<file path="src/design/treyfer_hash_compress_defines.svh">
// Assertion macros shared by the treyfer hash compression RTL.
`ifndef TREYFER_HASH_COMPRESS_DEFINES_SVH
`define TREYFER_HASH_COMPRESS_DEFINES_SVH

// Same-cycle implication, sampled on clk and disabled while rst_n is low.
`define THC_ASSERT_IMPL(label, ante, cons, msg) \
    label: assert property (@(posedge clk) disable iff (!rst_n) (ante) |-> (cons)) \
        else $error(msg);

// Next-cycle implication, sampled on clk and disabled while rst_n is low.
`define THC_ASSERT_NEXT(label, ante, cons, msg) \
    label: assert property (@(posedge clk) disable iff (!rst_n) (ante) |=> (cons)) \
        else $error(msg);

`endif

</file>
<file path="src/design/thc_pkg.sv">
// Shared types, constants and the substitution table of the treyfer hash compression block.
package thc_pkg;

    // Byte lanes in one 64-bit word.
    localparam int LANES = 8;

    // Control of the digest store for one cycle.
    typedef struct packed {
        logic             clear;
        logic [LANES-1:0] wr_lanes;
    } dig_ctrl_t;

    // Fixed 8-bit substitution, a permutation derived from the bits of pi.
    localparam logic [7:0] SBOX [256] = '{
        8'd113, 8'd191, 8'd44,  8'd197, 8'd147, 8'd25,  8'd97,  8'd189,
        8'd71,  8'd99,  8'd232, 8'd142, 8'd227, 8'd110, 8'd144, 8'd104,
        8'd21,  8'd129, 8'd39,  8'd201, 8'd11,  8'd198, 8'd208, 8'd5,
        8'd135, 8'd88,  8'd162, 8'd79,  8'd216, 8'd183, 8'd205, 8'd119,
        8'd40,  8'd74,  8'd63,  8'd160, 8'd84,  8'd164, 8'd73,  8'd13,
        8'd245, 8'd206, 8'd52,  8'd217, 8'd22,  8'd235, 8'd165, 8'd28,
        8'd152, 8'd17,  8'd3,   8'd106, 8'd128, 8'd90,  8'd170, 8'd120,
        8'd167, 8'd240, 8'd154, 8'd150, 8'd59,  8'd108, 8'd109, 8'd70,
        8'd242, 8'd66,  8'd149, 8'd1,   8'd93,  8'd236, 8'd19,  8'd234,
        8'd117, 8'd237, 8'd221, 8'd111, 8'd228, 8'd55,  8'd246, 8'd6,
        8'd75,  8'd47,  8'd174, 8'd91,  8'd72,  8'd2,   8'd27,  8'd78,
        8'd32,  8'd29,  8'd141, 8'd253, 8'd115, 8'd254, 8'd33,  8'd210,
        8'd215, 8'd181, 8'd42,  8'd98,  8'd185, 8'd172, 8'd143, 8'd35,
        8'd199, 8'd4,   8'd153, 8'd247, 8'd87,  8'd121, 8'd157, 8'd158,
        8'd62,  8'd100, 8'd118, 8'd173, 8'd50,  8'd220, 8'd196, 8'd130,
        8'd61,  8'd80,  8'd15,  8'd77,  8'd14,  8'd95,  8'd132, 8'd30,
        8'd249, 8'd139, 8'd244, 8'd155, 8'd233, 8'd8,   8'd103, 8'd175,
        8'd231, 8'd178, 8'd224, 8'd64,  8'd96,  8'd255, 8'd86,  8'd203,
        8'd250, 8'd68,  8'd114, 8'd136, 8'd23,  8'd218, 8'd67,  8'd51,
        8'd94,  8'd156, 8'd148, 8'd212, 8'd184, 8'd116, 8'd45,  8'd138,
        8'd179, 8'd243, 8'd37,  8'd56,  8'd200, 8'd207, 8'd12,  8'd38,
        8'd204, 8'd186, 8'd159, 8'd34,  8'd213, 8'd192, 8'd41,  8'd0,
        8'd180, 8'd122, 8'd20,  8'd60,  8'd58,  8'd222, 8'd134, 8'd137,
        8'd241, 8'd112, 8'd182, 8'd169, 8'd92,  8'd26,  8'd219, 8'd24,
        8'd127, 8'd194, 8'd171, 8'd209, 8'd7,   8'd85,  8'd195, 8'd9,
        8'd65,  8'd226, 8'd43,  8'd248, 8'd83,  8'd211, 8'd202, 8'd190,
        8'd239, 8'd10,  8'd229, 8'd251, 8'd102, 8'd76,  8'd57,  8'd238,
        8'd89,  8'd105, 8'd101, 8'd187, 8'd177, 8'd131, 8'd123, 8'd225,
        8'd82,  8'd126, 8'd16,  8'd188, 8'd166, 8'd140, 8'd163, 8'd193,
        8'd49,  8'd48,  8'd36,  8'd18,  8'd53,  8'd81,  8'd146, 8'd252,
        8'd69,  8'd54,  8'd31,  8'd161, 8'd145, 8'd107, 8'd168, 8'd176,
        8'd46,  8'd125, 8'd124, 8'd223, 8'd230, 8'd214, 8'd151, 8'd133
    };

endpackage

</file>
<file path="src/design/thc_digest_store.sv">
// Digest memory with byte-lane writes and per-byte valid flags that read unwritten bytes as zero.
module thc_digest_store #(
    parameter int WORDS = 8,
    parameter int ROW_W = 3
) (
    input  logic                clk,
    input  logic                rst_n,
    input  thc_pkg::dig_ctrl_t  ctrl,
    input  logic [ROW_W-1:0]    rd_row,
    input  logic [ROW_W-1:0]    wr_row,
    input  logic [63:0]         wr_data,
    output logic [63:0]         rd_data
);

    logic [63:0]                   mem [WORDS];
    logic [thc_pkg::LANES-1:0]     valid_reg [WORDS];
    logic [63:0]                   rd_data_reg;
    logic [thc_pkg::LANES-1:0]     rd_valid_reg;

    // Storage and the registered read port.
    always_ff @(posedge clk)
    begin
        for (int l = 0; l < thc_pkg::LANES; l++)
        begin
            if (ctrl.wr_lanes[l])
            begin
                mem[wr_row][l*8 +: 8] <= wr_data[l*8 +: 8];
            end
        end
        rd_data_reg  <= mem[rd_row];
        rd_valid_reg <= valid_reg[rd_row];
    end

    // A clear drops every flag at once, so the whole digest reads as zero afterwards.
    always_ff @(posedge clk or negedge rst_n)
    begin
        if (!rst_n)
        begin
            for (int r = 0; r < WORDS; r++)
            begin
                valid_reg[r] <= '0;
            end
        end
        else if (ctrl.clear)
        begin
            for (int r = 0; r < WORDS; r++)
            begin
                valid_reg[r] <= '0;
            end
        end
        else
        begin
            valid_reg[wr_row] <= valid_reg[wr_row] | ctrl.wr_lanes;
        end
    end

    always_comb
    begin
        for (int l = 0; l < thc_pkg::LANES; l++)
        begin
            rd_data[l*8 +: 8] = rd_valid_reg[l] ? rd_data_reg[l*8 +: 8] : 8'h00;
        end
    end

endmodule

</file>
<file path="src/design/treyfer_hash_compress.sv">
// Top level of the treyfer hash compression block: control, block buffer and mixing datapath.
//
// The block folds message blocks of BLOCK_BYTES bytes into a digest of the same size.
// A word is offered on block_word with start high; it is taken at a rising edge where busy
// is low. start_fresh on a beat clears the digest to zero before that word is used; on a
// later word of a block it still clears the digest while the block carries on.
// Words that are not a block's last are buffered and busy stays low.
// The last word of a block starts compression: busy rises and stays high through the
// mixing loop and the sweep. The mixing loop runs one step per cycle through the single
// read and write port of the digest memory, and that serial chain of steps sets the rate.
// The digest is then XORed with the buffered block one word per cycle, and each word is
// presented on digest_word for one cycle with done high, word_number counting from zero and
// digest_last high on the final beat. Results come out on consecutive cycles; the receiver
// cannot stall them and must take each beat as it appears.
// Reset clears the control state and marks the whole digest as zero; the block buffer holds
// no meaningful data until a block has been written into it.
`include "treyfer_hash_compress_defines.svh"

module treyfer_hash_compress #(
    parameter int BLOCK_BYTES = 64,
    parameter int ROUNDS      = 256
) (
    input  logic        clk,
    input  logic        rst_n,
    input  logic        start,
    output logic        busy,
    input  logic [63:0] block_word,
    input  logic        start_fresh,
    output logic        done,
    output logic [63:0] digest_word,
    output logic [2:0]  word_number,
    output logic        digest_last
);

    localparam int WORDS       = (BLOCK_BYTES + 7) / 8;
    localparam int ROW_W       = (WORDS > 1) ? $clog2(WORDS) : 1;
    localparam int SW_W        = $clog2(WORDS + 1);
    localparam int TOTAL_STEPS = 8 * ROUNDS;
    localparam int STEP_W      = $clog2(TOTAL_STEPS);

    localparam logic [ROW_W-1:0]  LAST_ROW  = ROW_W'(WORDS - 1);
    localparam logic [2:0]        LAST_LANE = 3'((BLOCK_BYTES - 1) % 8);
    localparam logic [STEP_W-1:0] LAST_STEP = STEP_W'(TOTAL_STEPS - 1);
    localparam logic [SW_W-1:0]   SW_END    = SW_W'(WORDS);

    typedef enum logic [4:0] {
        ST_IDLE  = 5'b00001,
        ST_PRIME = 5'b00010,
        ST_LOAD  = 5'b00100,
        ST_MIX   = 5'b01000,
        ST_SWEEP = 5'b10000
    } state_t;

    state_t              state_reg, state_next;
    logic [ROW_W-1:0]    word_pos_reg, word_pos_next;
    logic [ROW_W-1:0]    cur_row_reg, cur_row_next;
    logic [2:0]          cur_lane_reg, cur_lane_next;
    logic [7:0]          acc_reg, acc_next;
    logic [STEP_W-1:0]   step_reg, step_next;
    logic [SW_W-1:0]     sw_reg, sw_next;
    logic [ROW_W-1:0]    sw_row_reg;
    logic                done_reg, done_next;
    logic [63:0]         digest_word_reg;
    logic [2:0]          word_number_reg;
    logic                digest_last_reg;

    logic                accept;
    logic [ROW_W-1:0]    nxt_row;
    logic [2:0]          nxt_lane;
    logic [ROW_W-1:0]    rd_row;
    logic [ROW_W-1:0]    wr_row;
    logic [63:0]         wr_data;
    logic [63:0]         dig_rd;
    logic [63:0]         blk_rd_reg;
    logic [63:0]         blk_mem [WORDS];
    logic [7:0]          mix_in;
    logic [7:0]          mix_sum;
    logic [7:0]          mix_out;
    logic [7:0]          sweep_mask;
    logic [63:0]         sweep_word;
    logic                sweep_emit;
    thc_pkg::dig_ctrl_t  dig_ctrl;

    assign accept     = start && (state_reg == ST_IDLE);
    assign busy       = (state_reg != ST_IDLE);
    assign sweep_emit = (state_reg == ST_SWEEP) && (sw_reg != '0);

    // Byte index that follows the current one, wrapping at the end of the block.
    always_comb
    begin
        if ((cur_row_reg == LAST_ROW) && (cur_lane_reg == LAST_LANE))
        begin
            nxt_row  = '0;
            nxt_lane = '0;
        end
        else if (cur_lane_reg == 3'd7)
        begin
            nxt_row  = cur_row_reg + ROW_W'(1);
            nxt_lane = '0;
        end
        else
        begin
            nxt_row  = cur_row_reg;
            nxt_lane = cur_lane_reg + 3'd1;
        end
    end

    // One mixing step: substitute the running byte, add the digest byte, rotate left by one.
    assign mix_in  = dig_rd[cur_lane_reg*8 +: 8];
    assign mix_sum = thc_pkg::SBOX[acc_reg] + mix_in;
    assign mix_out = {mix_sum[6:0], mix_sum[7]};

    // Lanes of the row being swept that lie inside the block.
    always_comb
    begin
        for (int l = 0; l < thc_pkg::LANES; l++)
        begin
            sweep_mask[l] = (sw_row_reg != LAST_ROW) || (3'(l) <= LAST_LANE);
        end
        for (int l = 0; l < thc_pkg::LANES; l++)
        begin
            sweep_word[l*8 +: 8] = sweep_mask[l] ? (dig_rd[l*8 +: 8] ^ blk_rd_reg[l*8 +: 8])
                                                 : 8'h00;
        end
    end

    // Read address of both memories. During mixing the next byte is fetched ahead through the
    // registered read, so the row in dig_rd always holds the byte that the current step consumes.
    always_comb
    begin
        rd_row = '0;
        unique case (state_reg)
            ST_LOAD, ST_MIX:
            begin
                rd_row = nxt_row;
            end
            ST_SWEEP:
            begin
                rd_row = (sw_reg == SW_END) ? '0 : sw_reg[ROW_W-1:0];
            end
            default:
            begin
                rd_row = '0;
            end
        endcase
    end

    // Write side of the digest store.
    always_comb
    begin
        dig_ctrl.clear    = accept && start_fresh;
        dig_ctrl.wr_lanes = '0;
        wr_row            = cur_row_reg;
        wr_data           = {thc_pkg::LANES{mix_out}};
        if (state_reg == ST_MIX)
        begin
            dig_ctrl.wr_lanes = thc_pkg::LANES'(1) << cur_lane_reg;
        end
        else if (sweep_emit)
        begin
            dig_ctrl.wr_lanes = sweep_mask;
            wr_row            = sw_row_reg;
            wr_data           = sweep_word;
        end
    end

    thc_digest_store #(
        .WORDS (WORDS),
        .ROW_W (ROW_W)
    ) u_digest (
        .clk     (clk),
        .rst_n   (rst_n),
        .ctrl    (dig_ctrl),
        .rd_row  (rd_row),
        .wr_row  (wr_row),
        .wr_data (wr_data),
        .rd_data (dig_rd)
    );

    // Block buffer: written one word per accepted beat, read during the sweep.
    always_ff @(posedge clk)
    begin
        if (accept)
        begin
            blk_mem[word_pos_reg] <= block_word;
        end
        blk_rd_reg <= blk_mem[rd_row];
    end

    // Sequencer.
    always_comb
    begin
        state_next    = state_reg;
        word_pos_next = word_pos_reg;
        cur_row_next  = cur_row_reg;
        cur_lane_next = cur_lane_reg;
        acc_next      = acc_reg;
        step_next     = step_reg;
        sw_next       = sw_reg;
        done_next     = 1'b0;
        unique case (state_reg)
            ST_IDLE:
            begin
                if (accept)
                begin
                    if (word_pos_reg == LAST_ROW)
                    begin
                        word_pos_next = '0;
                        state_next    = ST_PRIME;
                    end
                    else
                    begin
                        word_pos_next = word_pos_reg + ROW_W'(1);
                    end
                end
            end
            ST_PRIME:
            begin
                // Row zero is being read; the running byte starts from digest byte zero.
                cur_row_next  = '0;
                cur_lane_next = '0;
                state_next    = ST_LOAD;
            end
            ST_LOAD:
            begin
                acc_next      = dig_rd[7:0];
                cur_row_next  = nxt_row;
                cur_lane_next = nxt_lane;
                step_next     = '0;
                state_next    = ST_MIX;
            end
            ST_MIX:
            begin
                acc_next      = mix_out;
                cur_row_next  = nxt_row;
                cur_lane_next = nxt_lane;
                if (step_reg == LAST_STEP)
                begin
                    step_next  = '0;
                    sw_next    = '0;
                    state_next = ST_SWEEP;
                end
                else
                begin
                    step_next = step_reg + STEP_W'(1);
                end
            end
            ST_SWEEP:
            begin
                done_next = sweep_emit;
                if (sw_reg == SW_END)
                begin
                    sw_next    = '0;
                    state_next = ST_IDLE;
                end
                else
                begin
                    sw_next = sw_reg + SW_W'(1);
                end
            end
            default:
            begin
                state_next = ST_IDLE;
            end
        endcase
    end

    always_ff @(posedge clk or negedge rst_n)
    begin
        if (!rst_n)
        begin
            state_reg    <= ST_IDLE;
            word_pos_reg <= '0;
            cur_row_reg  <= '0;
            cur_lane_reg <= '0;
            acc_reg      <= '0;
            step_reg     <= '0;
            sw_reg       <= '0;
            done_reg     <= 1'b0;
        end
        else
        begin
            state_reg    <= state_next;
            word_pos_reg <= word_pos_next;
            cur_row_reg  <= cur_row_next;
            cur_lane_reg <= cur_lane_next;
            acc_reg      <= acc_next;
            step_reg     <= step_next;
            sw_reg       <= sw_next;
            done_reg     <= done_next;
        end
    end

    // Result registers; sw_row_reg remembers which row the memories are returning.
    always_ff @(posedge clk)
    begin
        if (state_reg == ST_SWEEP)
        begin
            sw_row_reg <= rd_row;
        end
        if (sweep_emit)
        begin
            digest_word_reg <= sweep_word;
            word_number_reg <= 3'(sw_row_reg);
            digest_last_reg <= (sw_row_reg == LAST_ROW);
        end
    end

    assign done        = done_reg;
    assign digest_word = digest_word_reg;
    assign word_number = word_number_reg;
    assign digest_last = digest_last_reg;

    `THC_ASSERT_IMPL(a_done_from_sweep, done_reg, $past(state_reg == ST_SWEEP), "result beat outside the sweep")
    `THC_ASSERT_NEXT(a_last_ends_burst, done_reg && digest_last_reg, !done_reg, "beat after the final digest word")
    `THC_ASSERT_NEXT(a_last_word_starts, accept && (word_pos_reg == LAST_ROW), state_reg == ST_PRIME, "last word did not start compression")
    `THC_ASSERT_IMPL(a_step_idle_zero, state_reg != ST_MIX, step_reg == '0, "step counter nonzero outside mixing")
    `THC_ASSERT_IMPL(a_mix_no_overlap, state_reg == ST_MIX, (nxt_row != cur_row_reg) || (nxt_lane != cur_lane_reg), "mixing read and write hit the same byte")

endmodule

</file>
<file path="config.mk">
export PLATFORM = sky130hd
export DESIGN_NAME = treyfer_hash_compress
export DESIGN_NICKNAME = d
export VERILOG_FILES = /design/src/design/thc_pkg.sv /design/src/design/thc_digest_store.sv /design/src/design/treyfer_hash_compress.sv
export VERILOG_INCLUDE_DIRS = /design/src /design/src/design
export SDC_FILE = /design/constraint.sdc
export NUM_CORES = 2
export LEC_CHECK = 0
export ABC_CLOCK_PERIOD_IN_PS = 23100
export BUFFER_PORTS_ARGS = -buffer_cell sky130_fd_sc_hd__buf_2
export CAP_MARGIN = 20
export CORE_UTILIZATION = 56
export DETAILED_ROUTE_END_ITERATION = 6
export PLACE_DENSITY = 0.73
export SYNTH_ARGS = -nofsm -noshare
export SYNTH_HDL_FRONTEND = slang
export SYNTH_SLANG_ARGS = --single-unit
</file>
<file path="constraint.sdc">
create_clock -name clk -period 23.1 [get_ports clk]
set_input_delay 6.93 -clock clk [delete_from_list [all_inputs] [get_ports clk]]
set_output_delay 6.93 -clock clk [all_outputs]
set_load 0.01 [all_outputs]
</file>
==> implementation parameters <==
Parameter                              Value

Worst setup path
  Critical path data required time    16.17 ns
  Slowest CP cell    sky130_fd_sc_hd__or3b_2
  Worst-case reg-to-reg path depth    19
  Worst endpoint data arrival time    2.35 ns
  R2R Setup Slk    16.53 ns
  Kind of launch point of the worst setup path    flip-flop
  Crit path cell chain    or3_1 > or3b_2 > buf_2
  Delay of the slowest cell on the worst path    0.53 ns
  Launching point of the worst reg2reg path    acc_reg[2]$_DFFE_PN0P_
  Maximum net fanout on the critical path    9
  Classification of the worst setup path    reg -> out
  Kind of end point of the critical path    output port
  FF-to-FF End    u_digest.mem[4][7]$_DFFE_PP_

Clock tree
  Max Buffers Root-to-Sink    3
  Post-CTS Setup Bufs    0
  CTS Buf Count    133
  Hold-fix buffers at CTS    0
  Number of levels the H-tree was split into    4
  Clk sink count    1333
  CTS tree    done
  Post_cts resized    0
  Clock latency at the later pin of the worst-skew pair    0.75 ns
  Clock root cell    sky130_fd_sc_hd__clkbuf_16
  Clk slew on worst S/H paths    0.06 ns

Pwr
  Power density over cell area    93.1 nW/µm²
  VDD IR max    0.0830 mV
  Pleak    22.0 nW

Drt
  Routed met1 length    60300 µm
  Top sig layer    met5
  Via density    6.18
  Remaining DRCs    4
  Antenna Violating Nets Remaining    0
  Routed wire per std cell    24.0 µm
  Total wirelength of the detailed-routed design    153000 µm
  Total via count after detailed routing    39.5k
  Count of TritonRoute iterations in the first routing pass    7
  Met2 routed WL    68700 µm
  Met3 routed wirelength    17300 µm
  DRC marker count from the first detailed-route iteration    5651

Timing
  RSZ-0062 raised after global routing    false
  Sum of negative setup slack    0 ns
  Min Clock Period, post-route    9.28 ns
  Max-slew violation count    0
  Max Clk Rate    108 MHz
  Slew at the pin closest to its max-slew limit    1.26 ns
  Crit share post-route    40.2%
  Worst-case clock skew    0.0235 ns
  Slew Limit Headroom    15.4%
  Final Setup Violations    0
  Post-layout worst setup margin    13.82 ns
  Hold Violations, Final    0

GRT
  Number of antenna violations at the first check in global routing    18
  Via count of the first global-routing pass    36.7k
  Largest net degree at the start of global routing    172
  Overall routing resource usage    30.2%
  Global-route wire length before repair    229000 µm
  Total grt overflow    0

Synth
  Synth Warn #    0
  Proportion of synthesized area in mux cells    1.32%
  Post-synthesis adder-cell area fraction    0.821%
  Synth Cell Area    55800 µm²
  Area fraction in compound gates after synthesis    6.73%
  Post-synthesis cell type count    83
  Number of flops mapped to enable cells by yosys    1095
  Post-synth ARST share    7.65%
  Synth Area per Inst    11.2 µm²
  Area share of and/or/nand/nor cells after synthesis    18.9%
  Register area share after synthesis    68.4%
  Synth Area in XOR/XNOR    1.16%
  Flip-flop and latch count after synthesis    1333
  Combinational family with the most area after synthesis    simple AND/OR/NAND/NOR gates
  Net count after synthesis    5093
  Number of standard cells after synthesis    4989
  Top flip-flop cell by instance count after synthesis    sky130_fd_sc_hd__edfxtp_1

Floorplan
  Initial core utilization    56.6%
  Die boundary width    318 µm
  Total core area    98600 µm²
  Number of cell rows    115
  Die Area    101000 µm²
  Die Height    318 µm
  I/O pin total    138

Placed design
  Quantity of I/O buffers inserted on ports    137
  Worst setup slack before clock tree synthesis    13.23 ns
  Half-perimeter wire length after placement    93800 µm
  Routability-driven placement congestion ratio    1.04
  Number of placed instances, taps included    6136

Job
  Max Cap Violations    0

Cells and area
  Area used by multi-input combinational logic    16200 µm²
  Fraction of layout instances using a drive strength above 1    8.87%
  Footprint of the flip-flops and latches    38200 µm²
  Fill count    7415
  Non-filler cells in the finished layout    6387
  Registers with the most flip-flops    blk_mem x512, u_digest.mem x512
  Area grow syn2layout    10.3%
  Total Nets Final    5091

Hold path
  Worst min-delay path class    reg -> reg
  Cell count of the worst hold path    1
  Launch point of the worst hold path    step_reg[5]$_DFFE_PN0P_
  Hold Path Sink    step_reg[5]$_DFFE_PN0P_

Run status
  Violated checks    DRC
  Outcome    complete, but fails checks
[cell usage in the layout, fill, tap and decap left out, types with 16 or more instances in the layout]
master and count:
sky130_fd_sc_hd__o21ai_1 29, sky130_fd_sc_hd__buf_4 56, sky130_fd_sc_hd__dfrtp_1 97, sky130_fd_sc_hd__a21oi_1 150, sky130_fd_sc_hd__nand2_1 1403, sky130_fd_sc_hd__o21ai_0 266
sky130_fd_sc_hd__dfxtp_1 136, sky130_fd_sc_hd__o211ai_1 16, sky130_fd_sc_hd__buf_2 136, sky130_fd_sc_hd__xnor2_1 68, sky130_fd_sc_hd__nor2b_1 19, sky130_fd_sc_hd__nor2_1 266
sky130_fd_sc_hd__mux4_2 21, sky130_fd_sc_hd__ha_1 35, sky130_fd_sc_hd__nand2b_1 20, sky130_fd_sc_hd__mux2i_1 19, sky130_fd_sc_hd__a211oi_1 17, sky130_fd_sc_hd__clkbuf_1 50
sky130_fd_sc_hd__nor3_1 32, sky130_fd_sc_hd__a31oi_1 19, sky130_fd_sc_hd__nand3_1 709, sky130_fd_sc_hd__clkbuf_16 139, sky130_fd_sc_hd__edfxtp_1 1095, sky130_fd_sc_hd__inv_1 20
sky130_fd_sc_hd__o22ai_1 40
[Yosys cell counts, types with 29 or more instances]
master / n / area (µm²)
sky130_fd_sc_hd__nor2_1: 274 / 1030
sky130_fd_sc_hd__o21ai_0: 266 / 1330
sky130_fd_sc_hd__o21ai_1: 29 / 145
sky130_fd_sc_hd__buf_1: 48 / 180
sky130_fd_sc_hd__xnor2_1: 68 / 596
sky130_fd_sc_hd__a21oi_1: 150 / 751
sky130_fd_sc_hd__clkbuf_1: 206 / 773
sky130_fd_sc_hd__nand3_1: 709 / 3550
sky130_fd_sc_hd__dfxtp_1: 136 / 2720
sky130_fd_sc_hd__nor3_1: 37 / 185
sky130_fd_sc_hd__edfxtp_1: 1095 / 32900
sky130_fd_sc_hd__o22ai_1: 40 / 250
sky130_fd_sc_hd__dfrtp_1: 101 / 2530
sky130_fd_sc_hd__nand2_1: 1403 / 5270
sky130_fd_sc_hd__ha_1: 35 / 438
sky130_fd_sc_hd__buf_2: 75 / 375
[logic make-up (layout without fill, tap and decap cells)]
logic type      Yosys count  after routing
compound gates          636            636
fa+ha+maj                36             36
mux                      46             46
buf+inv                 366            472
flops                  1333           1333
xor+xnor                 73             73
other cells               0              5
simple gates           2499           2499
[power breakdown]
group	total [mW]	leakage, nW	switching (mW)	internal [mW]
Sequential	2.96	12.5	0.0605	2.90
Combinational	0.692	7.48	0.542	0.150
Clock	2.08	2.05	0.884	1.20
Total	5.73	22.0	1.49	4.25
[cell type report]
| cell class | instances | share of cell area [%] |
|---|---|---|
| Clock buffer | 201 | 6.22 |
| Inverter | 28 | 0.199 |
| Sequential cell | 1333 | 62.0 |
| Timing Repair Buffer | 201 | 2.02 |
| Multi-Input combinational cell | 3290 | 26.3 |
| Antenna cell | 5 | 0.0203 |
| Tap cell | 1287 | 2.62 |
| Clock inverter | 42 | 0.630 |
[routing by layer]
metal	vias to the layer above	GRT usage, %
li1	17699	-
met1	18972	41.7
met2	2332	45.9
met3	455	7.53
met4	24	12.9
met5	-	0
[how the worst max path moves through the flow]
| stage | from | endpoint | slack (ns) | depth (start not counted) |
|---|---|---|---|---|
| final | state_reg[2]$_DFFE_PN0P_ | busy | 13.82 | 3 |
| after CTS | state_reg[2]$_DFFE_PN0P_ | busy | 13.80 | 3 |
| after floorplan | start | blk_mem[0][0]$_DFFE_PP_ | 9.28 | 2 |
| after detailed placement | start | blk_mem[1][33]$_DFFE_PP_ | 13.23 | 6 |
| after global placement | start | blk_mem[1][28]$_DFFE_PP_ | 13.25 | 6 |
| after global routing | state_reg[2]$_DFFE_PN0P_ | busy | 13.74 | 3 |
[metrics by stage]
stage               total power, mW  area, µm²  util, %  hold slack [ns]
floorplan                      3.37      55800        -            0.464
global placement               3.66      57300     58.1            0.487
detailed placement             3.67      57300     58.1            0.498
CTS                            5.72      61500     62.4            0.510
global route                   5.89      61600     62.5            0.545
finish                         5.73      61600     62.5            0.510
[worst max-delay path, delay by kind of cell, from the launching register on]
family,cells,cell delay [ns]
flip-flops,1,0.48
buffers and inverters,1,0.17
AND/OR/NAND/NOR,2,0.96
Power figures use the tool's default switching activity.
